## src/rtl/fqrv_pkg.sv

```systemverilog
// ----------------------------------------------------------------------------
// fqrv_pkg
// widths, command and status codes, and the result record of the queue block
// ----------------------------------------------------------------------------
package fqrv_pkg;

  // fixed channel field widths
  localparam int CMD_W  = 2;
  localparam int VAL_W  = 10;
  localparam int STAT_W = 2;
  localparam int OCC_W  = 5;

  // command codes
  localparam logic [CMD_W-1:0] CMD_ENQUEUE = 2'd0;
  localparam logic [CMD_W-1:0] CMD_DEQUEUE = 2'd1;
  localparam logic [CMD_W-1:0] CMD_REMOVE  = 2'd2;
  localparam logic [CMD_W-1:0] CMD_SIZE    = 2'd3;

  // status codes
  localparam logic [STAT_W-1:0] STAT_OK   = 2'd0;
  localparam logic [STAT_W-1:0] STAT_MISS = 2'd1;
  localparam logic [STAT_W-1:0] STAT_FULL = 2'd2;

  // one result record
  typedef struct packed {
    logic [STAT_W-1:0] status;
    logic [VAL_W-1:0]  result_value;
    logic [OCC_W-1:0]  occupancy;
  } result_t;

  // sequencer status toward the top level
  typedef struct packed {
    logic    idle;
    logic    done;
    result_t res;
  } seq_status_t;

endpackage

```

## src/rtl/fqrv_in_if.sv

```systemverilog
// ----------------------------------------------------------------------------
// fqrv_in_if
// command channel: valid/ready with command and value
// ----------------------------------------------------------------------------
interface fqrv_in_if;
  logic                        valid;
  logic                        ready;
  logic [fqrv_pkg::CMD_W-1:0]  command;
  logic [fqrv_pkg::VAL_W-1:0]  value;

  modport source (output valid, output command, output value, input ready);
  modport sink   (input valid, input command, input value, output ready);
endinterface

```

## src/rtl/fqrv_out_if.sv

```systemverilog
// ----------------------------------------------------------------------------
// fqrv_out_if
// result channel: valid/ready with status, returned handle and occupancy
// ----------------------------------------------------------------------------
interface fqrv_out_if;
  logic                        valid;
  logic                        ready;
  logic [fqrv_pkg::STAT_W-1:0] status;
  logic [fqrv_pkg::VAL_W-1:0]  result_value;
  logic [fqrv_pkg::OCC_W-1:0]  occupancy;

  modport source (output valid, output status, output result_value, output occupancy,
                  input ready);
  modport sink   (input valid, input status, input result_value, input occupancy,
                  output ready);
endinterface

```

## src/rtl/fqrv_store.sv

```systemverilog
// ----------------------------------------------------------------------------
// fqrv_store
// entry memory: one write port, one read port with registered read data
// ----------------------------------------------------------------------------
module fqrv_store #(
  parameter int DEPTH      = 16,
  parameter int VALUE_BITS = 10
) (
  input  logic                     clk,
  input  logic                     we,
  input  logic [$clog2(DEPTH)-1:0] waddr,
  input  logic [VALUE_BITS-1:0]    wdata,
  input  logic [$clog2(DEPTH)-1:0] raddr,
  output logic [VALUE_BITS-1:0]    rdata
);

  logic [VALUE_BITS-1:0] mem [DEPTH];

  // write port
  always_ff @(posedge clk) begin
    if (we) begin
      mem[waddr] <= wdata;
    end
  end

  // registered read port
  always_ff @(posedge clk) begin
    rdata <= mem[raddr];
  end

endmodule

```

## src/rtl/fqrv_seq.sv

```systemverilog
// ----------------------------------------------------------------------------
// fqrv_seq
// command sequencer: entry count, key scan with one comparator, gap closing
// ----------------------------------------------------------------------------
module fqrv_seq #(
  parameter int DEPTH      = 16,
  parameter int VALUE_BITS = 10
) (
  input  logic                         clk,
  input  logic                         rst_n,
  input  logic                         in_fire,
  input  logic [fqrv_pkg::CMD_W-1:0]   in_command,
  input  logic [fqrv_pkg::VAL_W-1:0]   in_value,
  output fqrv_pkg::seq_status_t        stat,
  output logic                         mem_we,
  output logic [$clog2(DEPTH)-1:0]     mem_waddr,
  output logic [VALUE_BITS-1:0]        mem_wdata,
  output logic [$clog2(DEPTH)-1:0]     mem_raddr,
  input  logic [VALUE_BITS-1:0]        mem_rdata
);

  localparam int AW = $clog2(DEPTH);
  localparam int CW = $clog2(DEPTH + 1);

  localparam logic [1:0] S_IDLE  = 2'd0;
  localparam logic [1:0] S_SCAN  = 2'd1;
  localparam logic [1:0] S_SHIFT = 2'd2;

  logic [1:0]            state_r, state_nxt;
  logic [AW-1:0]         idx_r, idx_nxt;
  logic [CW-1:0]         count_r, count_nxt;
  logic [VALUE_BITS-1:0] key_r, key_nxt;
  logic                  deq_r, deq_nxt;
  logic [VALUE_BITS-1:0] hold_r, hold_nxt;

  logic [CW-1:0]         idx_next;
  logic                  more;
  logic                  hit;
  logic                  done;
  logic [fqrv_pkg::STAT_W-1:0] res_status;
  logic [VALUE_BITS-1:0]       res_val;

  // position after the one whose data is in the read register
  assign idx_next = CW'(idx_r) + CW'(1);
  assign more     = (idx_next < count_r);
  assign hit      = deq_r || (mem_rdata == key_r);

  // read one entry ahead of the one being examined
  always_comb begin
    if (state_r == S_IDLE) begin
      mem_raddr = '0;
    end else if (more) begin
      mem_raddr = idx_next[AW-1:0];
    end else begin
      mem_raddr = idx_r;
    end
  end

  // sequencer
  always_comb begin
    state_nxt  = state_r;
    idx_nxt    = idx_r;
    count_nxt  = count_r;
    key_nxt    = key_r;
    deq_nxt    = deq_r;
    hold_nxt   = hold_r;
    done       = 1'b0;
    res_status = fqrv_pkg::STAT_OK;
    res_val    = '0;
    mem_we     = 1'b0;
    mem_waddr  = count_r[AW-1:0];
    mem_wdata  = VALUE_BITS'(in_value);
    case (state_r)
      S_IDLE: begin
        if (in_fire) begin
          case (in_command)
            fqrv_pkg::CMD_ENQUEUE: begin
              done = 1'b1;
              if (count_r == CW'(DEPTH)) begin
                res_status = fqrv_pkg::STAT_FULL;
              end else begin
                mem_we    = 1'b1;
                count_nxt = count_r + CW'(1);
              end
            end
            fqrv_pkg::CMD_DEQUEUE, fqrv_pkg::CMD_REMOVE: begin
              if (count_r == '0) begin
                done       = 1'b1;
                res_status = fqrv_pkg::STAT_MISS;
              end else begin
                state_nxt = S_SCAN;
                idx_nxt   = '0;
                key_nxt   = VALUE_BITS'(in_value);
                deq_nxt   = (in_command == fqrv_pkg::CMD_DEQUEUE);
              end
            end
            default: begin
              done = 1'b1;
            end
          endcase
        end
      end
      // compare one entry per cycle against the key; a dequeue takes the first entry
      S_SCAN: begin
        if (hit) begin
          hold_nxt = mem_rdata;
          if (more) begin
            state_nxt = S_SHIFT;
            idx_nxt   = idx_next[AW-1:0];
          end else begin
            state_nxt = S_IDLE;
            count_nxt = count_r - CW'(1);
            done      = 1'b1;
            res_val   = mem_rdata;
          end
        end else if (more) begin
          idx_nxt = idx_next[AW-1:0];
        end else begin
          state_nxt  = S_IDLE;
          done       = 1'b1;
          res_status = fqrv_pkg::STAT_MISS;
        end
      end
      // move each later entry down by one place
      S_SHIFT: begin
        mem_we    = 1'b1;
        mem_waddr = idx_r - AW'(1);
        mem_wdata = mem_rdata;
        if (more) begin
          idx_nxt = idx_next[AW-1:0];
        end else begin
          state_nxt = S_IDLE;
          count_nxt = count_r - CW'(1);
          done      = 1'b1;
          res_val   = hold_r;
        end
      end
      default: begin
        state_nxt = S_IDLE;
      end
    endcase
  end

  // control registers
  always_ff @(posedge clk) begin
    if (!rst_n) begin
      state_r <= S_IDLE;
      count_r <= '0;
    end else begin
      state_r <= state_nxt;
      count_r <= count_nxt;
    end
  end

  // working registers
  always_ff @(posedge clk) begin
    idx_r  <= idx_nxt;
    key_r  <= key_nxt;
    deq_r  <= deq_nxt;
    hold_r <= hold_nxt;
  end

  // status toward the top level
  assign stat.idle                  = (state_r == S_IDLE);
  assign stat.done                  = done;
  assign stat.res.status            = res_status;
  assign stat.res.result_value      = fqrv_pkg::VAL_W'(res_val);
  assign stat.res.occupancy         = fqrv_pkg::OCC_W'(count_nxt);

endmodule

```

## src/rtl/fifo_queue_with_remove_by_value.sv

```systemverilog
// ----------------------------------------------------------------------------
// fifo_queue_with_remove_by_value
// bounded queue of handles with dequeue, remove-by-key and size report
// ----------------------------------------------------------------------------
// Commands arrive on in_ch (valid/ready, fields command and value); one
// result per command leaves on out_ch (status, result_value, occupancy).
// Enqueue, size report, and dequeue or remove on an empty queue answer
// without a scan: the result is valid the cycle after the command transfer.
// Dequeue and remove walk the entries through the single memory read port,
// one entry per cycle: the scan runs to the matching entry, then the entries
// behind it move down one place each cycle; the result is valid the cycle
// after the scan or the last move ends.
// in_ch.ready is high while no command is in progress and the result
// register is empty or being drained in the same cycle; a stalled result
// holds on out_ch and blocks further commands.
// Reset (rst_n low, synchronous) empties the queue and drops any pending
// result; the entry memory itself is not cleared.
// ----------------------------------------------------------------------------
module fifo_queue_with_remove_by_value #(
  parameter int DEPTH      = 16,
  parameter int VALUE_BITS = 10
) (
  input  logic        clk,
  input  logic        rst_n,
  fqrv_in_if.sink     in_ch,
  fqrv_out_if.source  out_ch
);

  localparam int AW = $clog2(DEPTH);

  fqrv_pkg::seq_status_t stat;
  fqrv_pkg::result_t     out_res_r, out_res_nxt;
  logic                  out_valid_r, out_valid_nxt;
  logic                  in_fire;
  logic                  mem_we;
  logic [AW-1:0]         mem_waddr;
  logic [VALUE_BITS-1:0] mem_wdata;
  logic [AW-1:0]         mem_raddr;
  logic [VALUE_BITS-1:0] mem_rdata;

  // accept a command only when the result slot is free by the next edge
  assign in_ch.ready = stat.idle && (!out_valid_r || out_ch.ready);
  assign in_fire     = in_ch.valid && in_ch.ready;

  fqrv_seq #(
    .DEPTH      (DEPTH),
    .VALUE_BITS (VALUE_BITS)
  ) u_seq (
    .clk        (clk),
    .rst_n      (rst_n),
    .in_fire    (in_fire),
    .in_command (in_ch.command),
    .in_value   (in_ch.value),
    .stat       (stat),
    .mem_we     (mem_we),
    .mem_waddr  (mem_waddr),
    .mem_wdata  (mem_wdata),
    .mem_raddr  (mem_raddr),
    .mem_rdata  (mem_rdata)
  );

  fqrv_store #(
    .DEPTH      (DEPTH),
    .VALUE_BITS (VALUE_BITS)
  ) u_store (
    .clk   (clk),
    .we    (mem_we),
    .waddr (mem_waddr),
    .wdata (mem_wdata),
    .raddr (mem_raddr),
    .rdata (mem_rdata)
  );

  // result register
  always_comb begin
    out_valid_nxt = out_valid_r;
    out_res_nxt   = out_res_r;
    if (out_valid_r && out_ch.ready) begin
      out_valid_nxt = 1'b0;
    end
    if (stat.done) begin
      out_valid_nxt = 1'b1;
      out_res_nxt   = stat.res;
    end
  end

  always_ff @(posedge clk) begin
    if (!rst_n) begin
      out_valid_r <= 1'b0;
    end else begin
      out_valid_r <= out_valid_nxt;
    end
  end

  always_ff @(posedge clk) begin
    out_res_r <= out_res_nxt;
  end

  assign out_ch.valid        = out_valid_r;
  assign out_ch.status       = out_res_r.status;
  assign out_ch.result_value = out_res_r.result_value;
  assign out_ch.occupancy    = out_res_r.occupancy;

endmodule

```

## src/flat_wrapper.sv

```systemverilog
// flat-port wrapper written by rule: the top's interface ports become plain ports
module fifo_queue_with_remove_by_value_flat 
#(
  parameter int DEPTH      = 16,
  parameter int VALUE_BITS = 10
)
  (clk, rst_n, in_ch_valid, in_ch_command, in_ch_value, in_ch_ready, out_ch_valid, out_ch_status, out_ch_result_value, out_ch_occupancy, out_ch_ready);
  fqrv_in_if in_ch_i ();
  fqrv_out_if out_ch_i ();
  input  logic clk;
  input  logic rst_n;
  input wire logic [$bits(in_ch_i.valid)-1:0] in_ch_valid;
  input wire logic [$bits(in_ch_i.command)-1:0] in_ch_command;
  input wire logic [$bits(in_ch_i.value)-1:0] in_ch_value;
  output wire logic [$bits(in_ch_i.ready)-1:0] in_ch_ready;
  output wire logic [$bits(out_ch_i.valid)-1:0] out_ch_valid;
  output wire logic [$bits(out_ch_i.status)-1:0] out_ch_status;
  output wire logic [$bits(out_ch_i.result_value)-1:0] out_ch_result_value;
  output wire logic [$bits(out_ch_i.occupancy)-1:0] out_ch_occupancy;
  input wire logic [$bits(out_ch_i.ready)-1:0] out_ch_ready;
  assign in_ch_i.valid = in_ch_valid;
  assign in_ch_i.command = in_ch_command;
  assign in_ch_i.value = in_ch_value;
  assign in_ch_ready = in_ch_i.ready;
  assign out_ch_valid = out_ch_i.valid;
  assign out_ch_status = out_ch_i.status;
  assign out_ch_result_value = out_ch_i.result_value;
  assign out_ch_occupancy = out_ch_i.occupancy;
  assign out_ch_i.ready = out_ch_ready;
  fifo_queue_with_remove_by_value #(.DEPTH(DEPTH), .VALUE_BITS(VALUE_BITS)) u_core (.clk(clk), .rst_n(rst_n), .in_ch(in_ch_i), .out_ch(out_ch_i));
endmodule
```

## config.mk

```make
export PLATFORM = sky130hd
export DESIGN_NAME = fifo_queue_with_remove_by_value_flat
export DESIGN_NICKNAME = d
export VERILOG_FILES = /design/src/rtl/fqrv_pkg.sv /design/src/rtl/fqrv_in_if.sv /design/src/rtl/fqrv_out_if.sv /design/src/rtl/fqrv_store.sv /design/src/rtl/fqrv_seq.sv /design/src/rtl/fifo_queue_with_remove_by_value.sv /design/src/flat_wrapper.sv
export SDC_FILE = /design/constraint.sdc
export NUM_CORES = 1
export LEC_CHECK = 0
export BUFFER_PORTS_ARGS = -buffer_cell sky130_fd_sc_hd__buf_2
export CORE_MARGIN = 3
export CORE_UTILIZATION = 55
export CTS_CLUSTER_DIAMETER = 120
export DETAILED_ROUTE_END_ITERATION = 8
export HOLD_SLACK_MARGIN = 0.1
export PLACE_DENSITY = 0.72
export SYNTH_ARGS = -nofsm -noshare
export SYNTH_HDL_FRONTEND = slang
export SYNTH_HIERARCHICAL = 1
export SYNTH_SLANG_ARGS = --single-unit
```

## constraint.sdc

```tcl
create_clock -name clk -period 3.66 [get_ports clk]
set_input_delay 0.549 -clock clk [delete_from_list [all_inputs] [get_ports clk]]
set_output_delay 0.549 -clock clk [all_outputs]
set_load 0.02 [all_outputs]
```

==> results.py <==
metrics = {
    "timing": {
        "fin_worst_skew_ns": 0.00906,
        "hold_violations": 0,
        "worst_pin_slew_ns": 0.988,
        "post-route-min-period_ns": 3.58,
        "fmax_mhz": 279,
        "rsz0062_at_grt": "yes",
        "slew_headroom_pct": 33.7,
        "slew_viol_final": 0,
        "finalCritPeriodShare_pct": 97.8,
        "setup_viol": 0,
    },
    "cts": {
        "clockRootBuffer": "clkbuf_16",
        "cts_tree": "yes",
        "cts_num_sinks": 220,
        "holdBufCountCts": 0,
        "clk_pin_slew_ns": 0.06,
        "cts_made_buffers": 23,
        "ctsHtreeMaxLevel": 1,
        "clk_latency_ns": 0.49,
        "cts.path.max_buffers": 3,
    },
    "synth": {
        "synth_warnings": 6,
        "ys_seq_area_share_pct": 70.0,
        "yosys.cell_types.count": 56,
        "syn-num-nets": 566,
        "synth_area_leaders": "edfxtp_1 66%, mux4_2 6.9%, dfxtp_1 3.9%",
        "synth_area_sq_um": 9180,
        "ys.flop_type": "edfxtp_1",
        "synth.largest_area_cell": "edfxtp_1",
        "yosys.area.top_type_share_pct": 66.1,
        "synthCells": 535,
        "synth-async-reset-ratio_pct": 0,
        "synth_edf_count": 202,
        "syn_area_per_cell_sq_um": 17.2,
        "ys_ff_latch": 220,
    },
    "layout": {
        "finish.utilization_pct": 66.6,
        "regArea_sq_um": 6430,
        "n_antenna_cell": 0,
        "drive_above_1_share_pct": 26.0,
        "num-fill-cells": 1071,
        "nets": 643,
        "area_growth_pct": 17.0,
        "fin_area_sq_um": 10700,
        "multi_input_area_sq_um": 2610,
    },
    "power": {
        "clkPwrFrac_pct": 42.5,
        "seqPwrFrac_pct": 50.0,
        "ir_worst_vdd_uv": 395,
        "p_per_area_nw_per_um2": 533,
        "power.net_switching_mw": 1.21,
        "power_frac_comb_pct": 7.6,
        "switching_share_pct": 21.2,
        "internal_power_mw": 4.51,
        "leakage_nw": 3.65,
    },
    "placement": {
        "dp_hpwl_um": 12100,
        "place_area_sq_um": 9770,
        "io_buffers": 34,
        "gp_congestion": 0.908,
    },
    "die": {
        "fp.dieH_um": 135,
        "core_sq_um": 16100,
        "rows": 46,
        "start_util_pct": 57.0,
        "die_x_um": 135,
        "die_area_sq_um": 18300,
        "pin_count": 35,
    },
    "worst_setup_path": {
        "worstPathArrival_ns": 3.95,
        "startpoint_type": "flop",
        "cpMostUsedCell": "ha_1",
        "cpPeakStageDelay_ns": 0.53,
        "end_kind": "flop",
        "critPathBufInv": 3,
        "critPathKind": "reg2reg",
        "required_ns": 4.03,
        "slowest_stage": "mux4_2",
        "critPathMaxFanout": 10,
        "cp_top_family": "compound AO/OA/AOI/OAI gates",
        "crit_chain": "ha_1, xor2_1, ha_1, a21oi_1, o21ai_2, a311oi_2, buf_4, xnor2_1, nor2_4, buf_12, clkbuf_16, mux4_2, a22oi_1, nand2_1",
    },
    "worst_hold_path": {
        "hp-class": "in2reg",
    },
    "job": {
        "cap_violations": 0,
    },
    "global_route": {
        "grt_remaining_overflow": 0,
        "grt_max_degree": 24,
        "grt_pass1_wl_um": 29400,
        "grt_pass1_vias": 5112,
        "antenna_found_initial": 0,
        "track_usage_pct": 21.3,
    },
    "drt": {
        "ant_nets": 0,
        "wire_per_inst_um": 23.7,
        "drt_iter0_markers": 599,
        "drc": 0,
        "wl_um": 20000,
        "dr_total_vias": 5238,
        "firstDrtPassIters": 5,
        "via_per_inst": 6.21,
    },
    "run_status": {
        "status": "complete, no violations",
    },
}
path summary, 6_finish.rpt:
kind | startpoint | to | slack (ns) | cells after the start
max | u_core/u_seq/idx_r[0] | u_core/u_store/rdata[8] | 0.08 | 14
min | in_ch_value[0] | u_core/u_seq/key_r[0] | 0.25 | 1
max reg2reg | u_core/u_seq/idx_r[0] | u_core/u_store/rdata[8] | 0.08 | 14
min reg2reg | u_core/out_ch.valid | u_core/out_ch.valid | 0.52 | 2
area by class of cell:
class | instances | share of cell area [%]
clock buffers | 32 | 6.05
clock inverters | 9 | 1.43
inverters | 17 | 0.594
multi-input cells | 276 | 24.3
flip-flops and latches | 220 | 59.8
well taps | 216 | 2.52
repair buffers | 74 | 5.24
registers in the layout, summed over array words and instances (netlist names):
signal / flops
u_core/u_store/mem: 160
u_core/u_seq/key_r: 10
u_core/u_store/rdata: 10
u_core/u_seq/deq_r: 1
u_core/u_seq/idx_r: 4
u_core/out_ch.result_value: 10
u_core/u_seq/state_r: 2
u_core/u_seq/count_r: 5
u_core/out_ch.valid: 1
u_core/u_seq/hold_r: 10
u_core/out_ch.status: 2
u_core/out_ch.occupancy: 5
Yosys cell counts, types with 5 or more instances:
cell and n:
nor2_1 35, a22oi_1 20, nor2b_1 7, a22o_1 10, ha_1 15, nor4_1 8, a21oi_1 10, and3_1 5
buf_1 6, mux2_2 10, edfxtp_1 202, and2_1 6, o21ai_0 6, xnor2_1 5, nand3_1 7, xor2_1 13
mux4_2 28, nor3_1 9, mux4_1 12, clkbuf_1 8, nand2_1 22, inv_1 17, dfxtp_1 18
power by group through the flow:
stage          clock network, mW  registers (mW)  logic, mW
2_1_floorplan                  0            2.93      0.230
3_3_place_gp                   0            2.91      0.386
3_5_place_dp                   0            2.91      0.398
4_1_cts                     2.46            2.86      0.413
5_1_grt                     2.57            2.86      0.468
6_report                    2.43            2.86      0.432
what timing repair did:
| action | in CTS | in global routing |
|---|---|---|
| resized for setup | 3 | 6 |
| cloned | 2 | 3 |
| setup endpoints to repair | 10 | 10 |
| buffers inserted | 0 | 3 |
| pin swaps | 1 | 4 |
routing by layer:
layer | GRT usage, % | wire, um | up-vias
met2 | 34.9 | 9700 | 285
met1 | 31.1 | 8160 | 2640
met5 | 0 | 0 | -
met4 | 4.59 | 334 | 0
li1 | - | - | 2287
met3 | 3.27 | 1790 | 26
through the flow:
| stage | std cells | worst slack, ns | TNS, ns | total power [mW] | hold WS [ns] |
|---|---|---|---|---|---|
| 2_1_floorplan | 535 | 0.388 | 0 | 3.16 | 0.467 |
| 3_3_place_gp | 795 | -0.235 | -1.61 | 3.30 | 0.490 |
| 3_5_place_dp | 795 | -0.404 | -2.81 | 3.31 | 0.517 |
| 4_1_cts | 838 | -0.0196 | -0.0353 | 5.73 | 0.239 |
| 5_1_grt | 844 | -0.0767 | -0.181 | 5.90 | 0.236 |
| 6_report | 844 | 0.0804 | 0 | 5.72 | 0.248 |
layout by cell type, fill, tap and decap left out, drive strengths merged, types with 10 or more instances in the layout:
master / count
nor2: 37
nand2: 22
a22oi: 20
dfxtp: 18
mux2: 10
clkbuf: 34
inv: 18
buf: 72
edfxtp: 202
xor2: 13
ha: 15
a22o: 10
mux4: 40
a21oi: 10
logic make-up (layout without fill, tap and decap cells):
family,Yosys count,in the layout,share of synthesized area (%)
adders and majority gates,15,15,2.04
and+or+nand+nor,114,116,6.24
DFF,220,220,70.0
buffers and inverters,41,132,2.18
AOI/OAI and AO/OA,73,73,5.83
xor gates and xnor gates,18,18,1.72
muxes,54,54,12.0
Power figures use the tool's default switching activity.
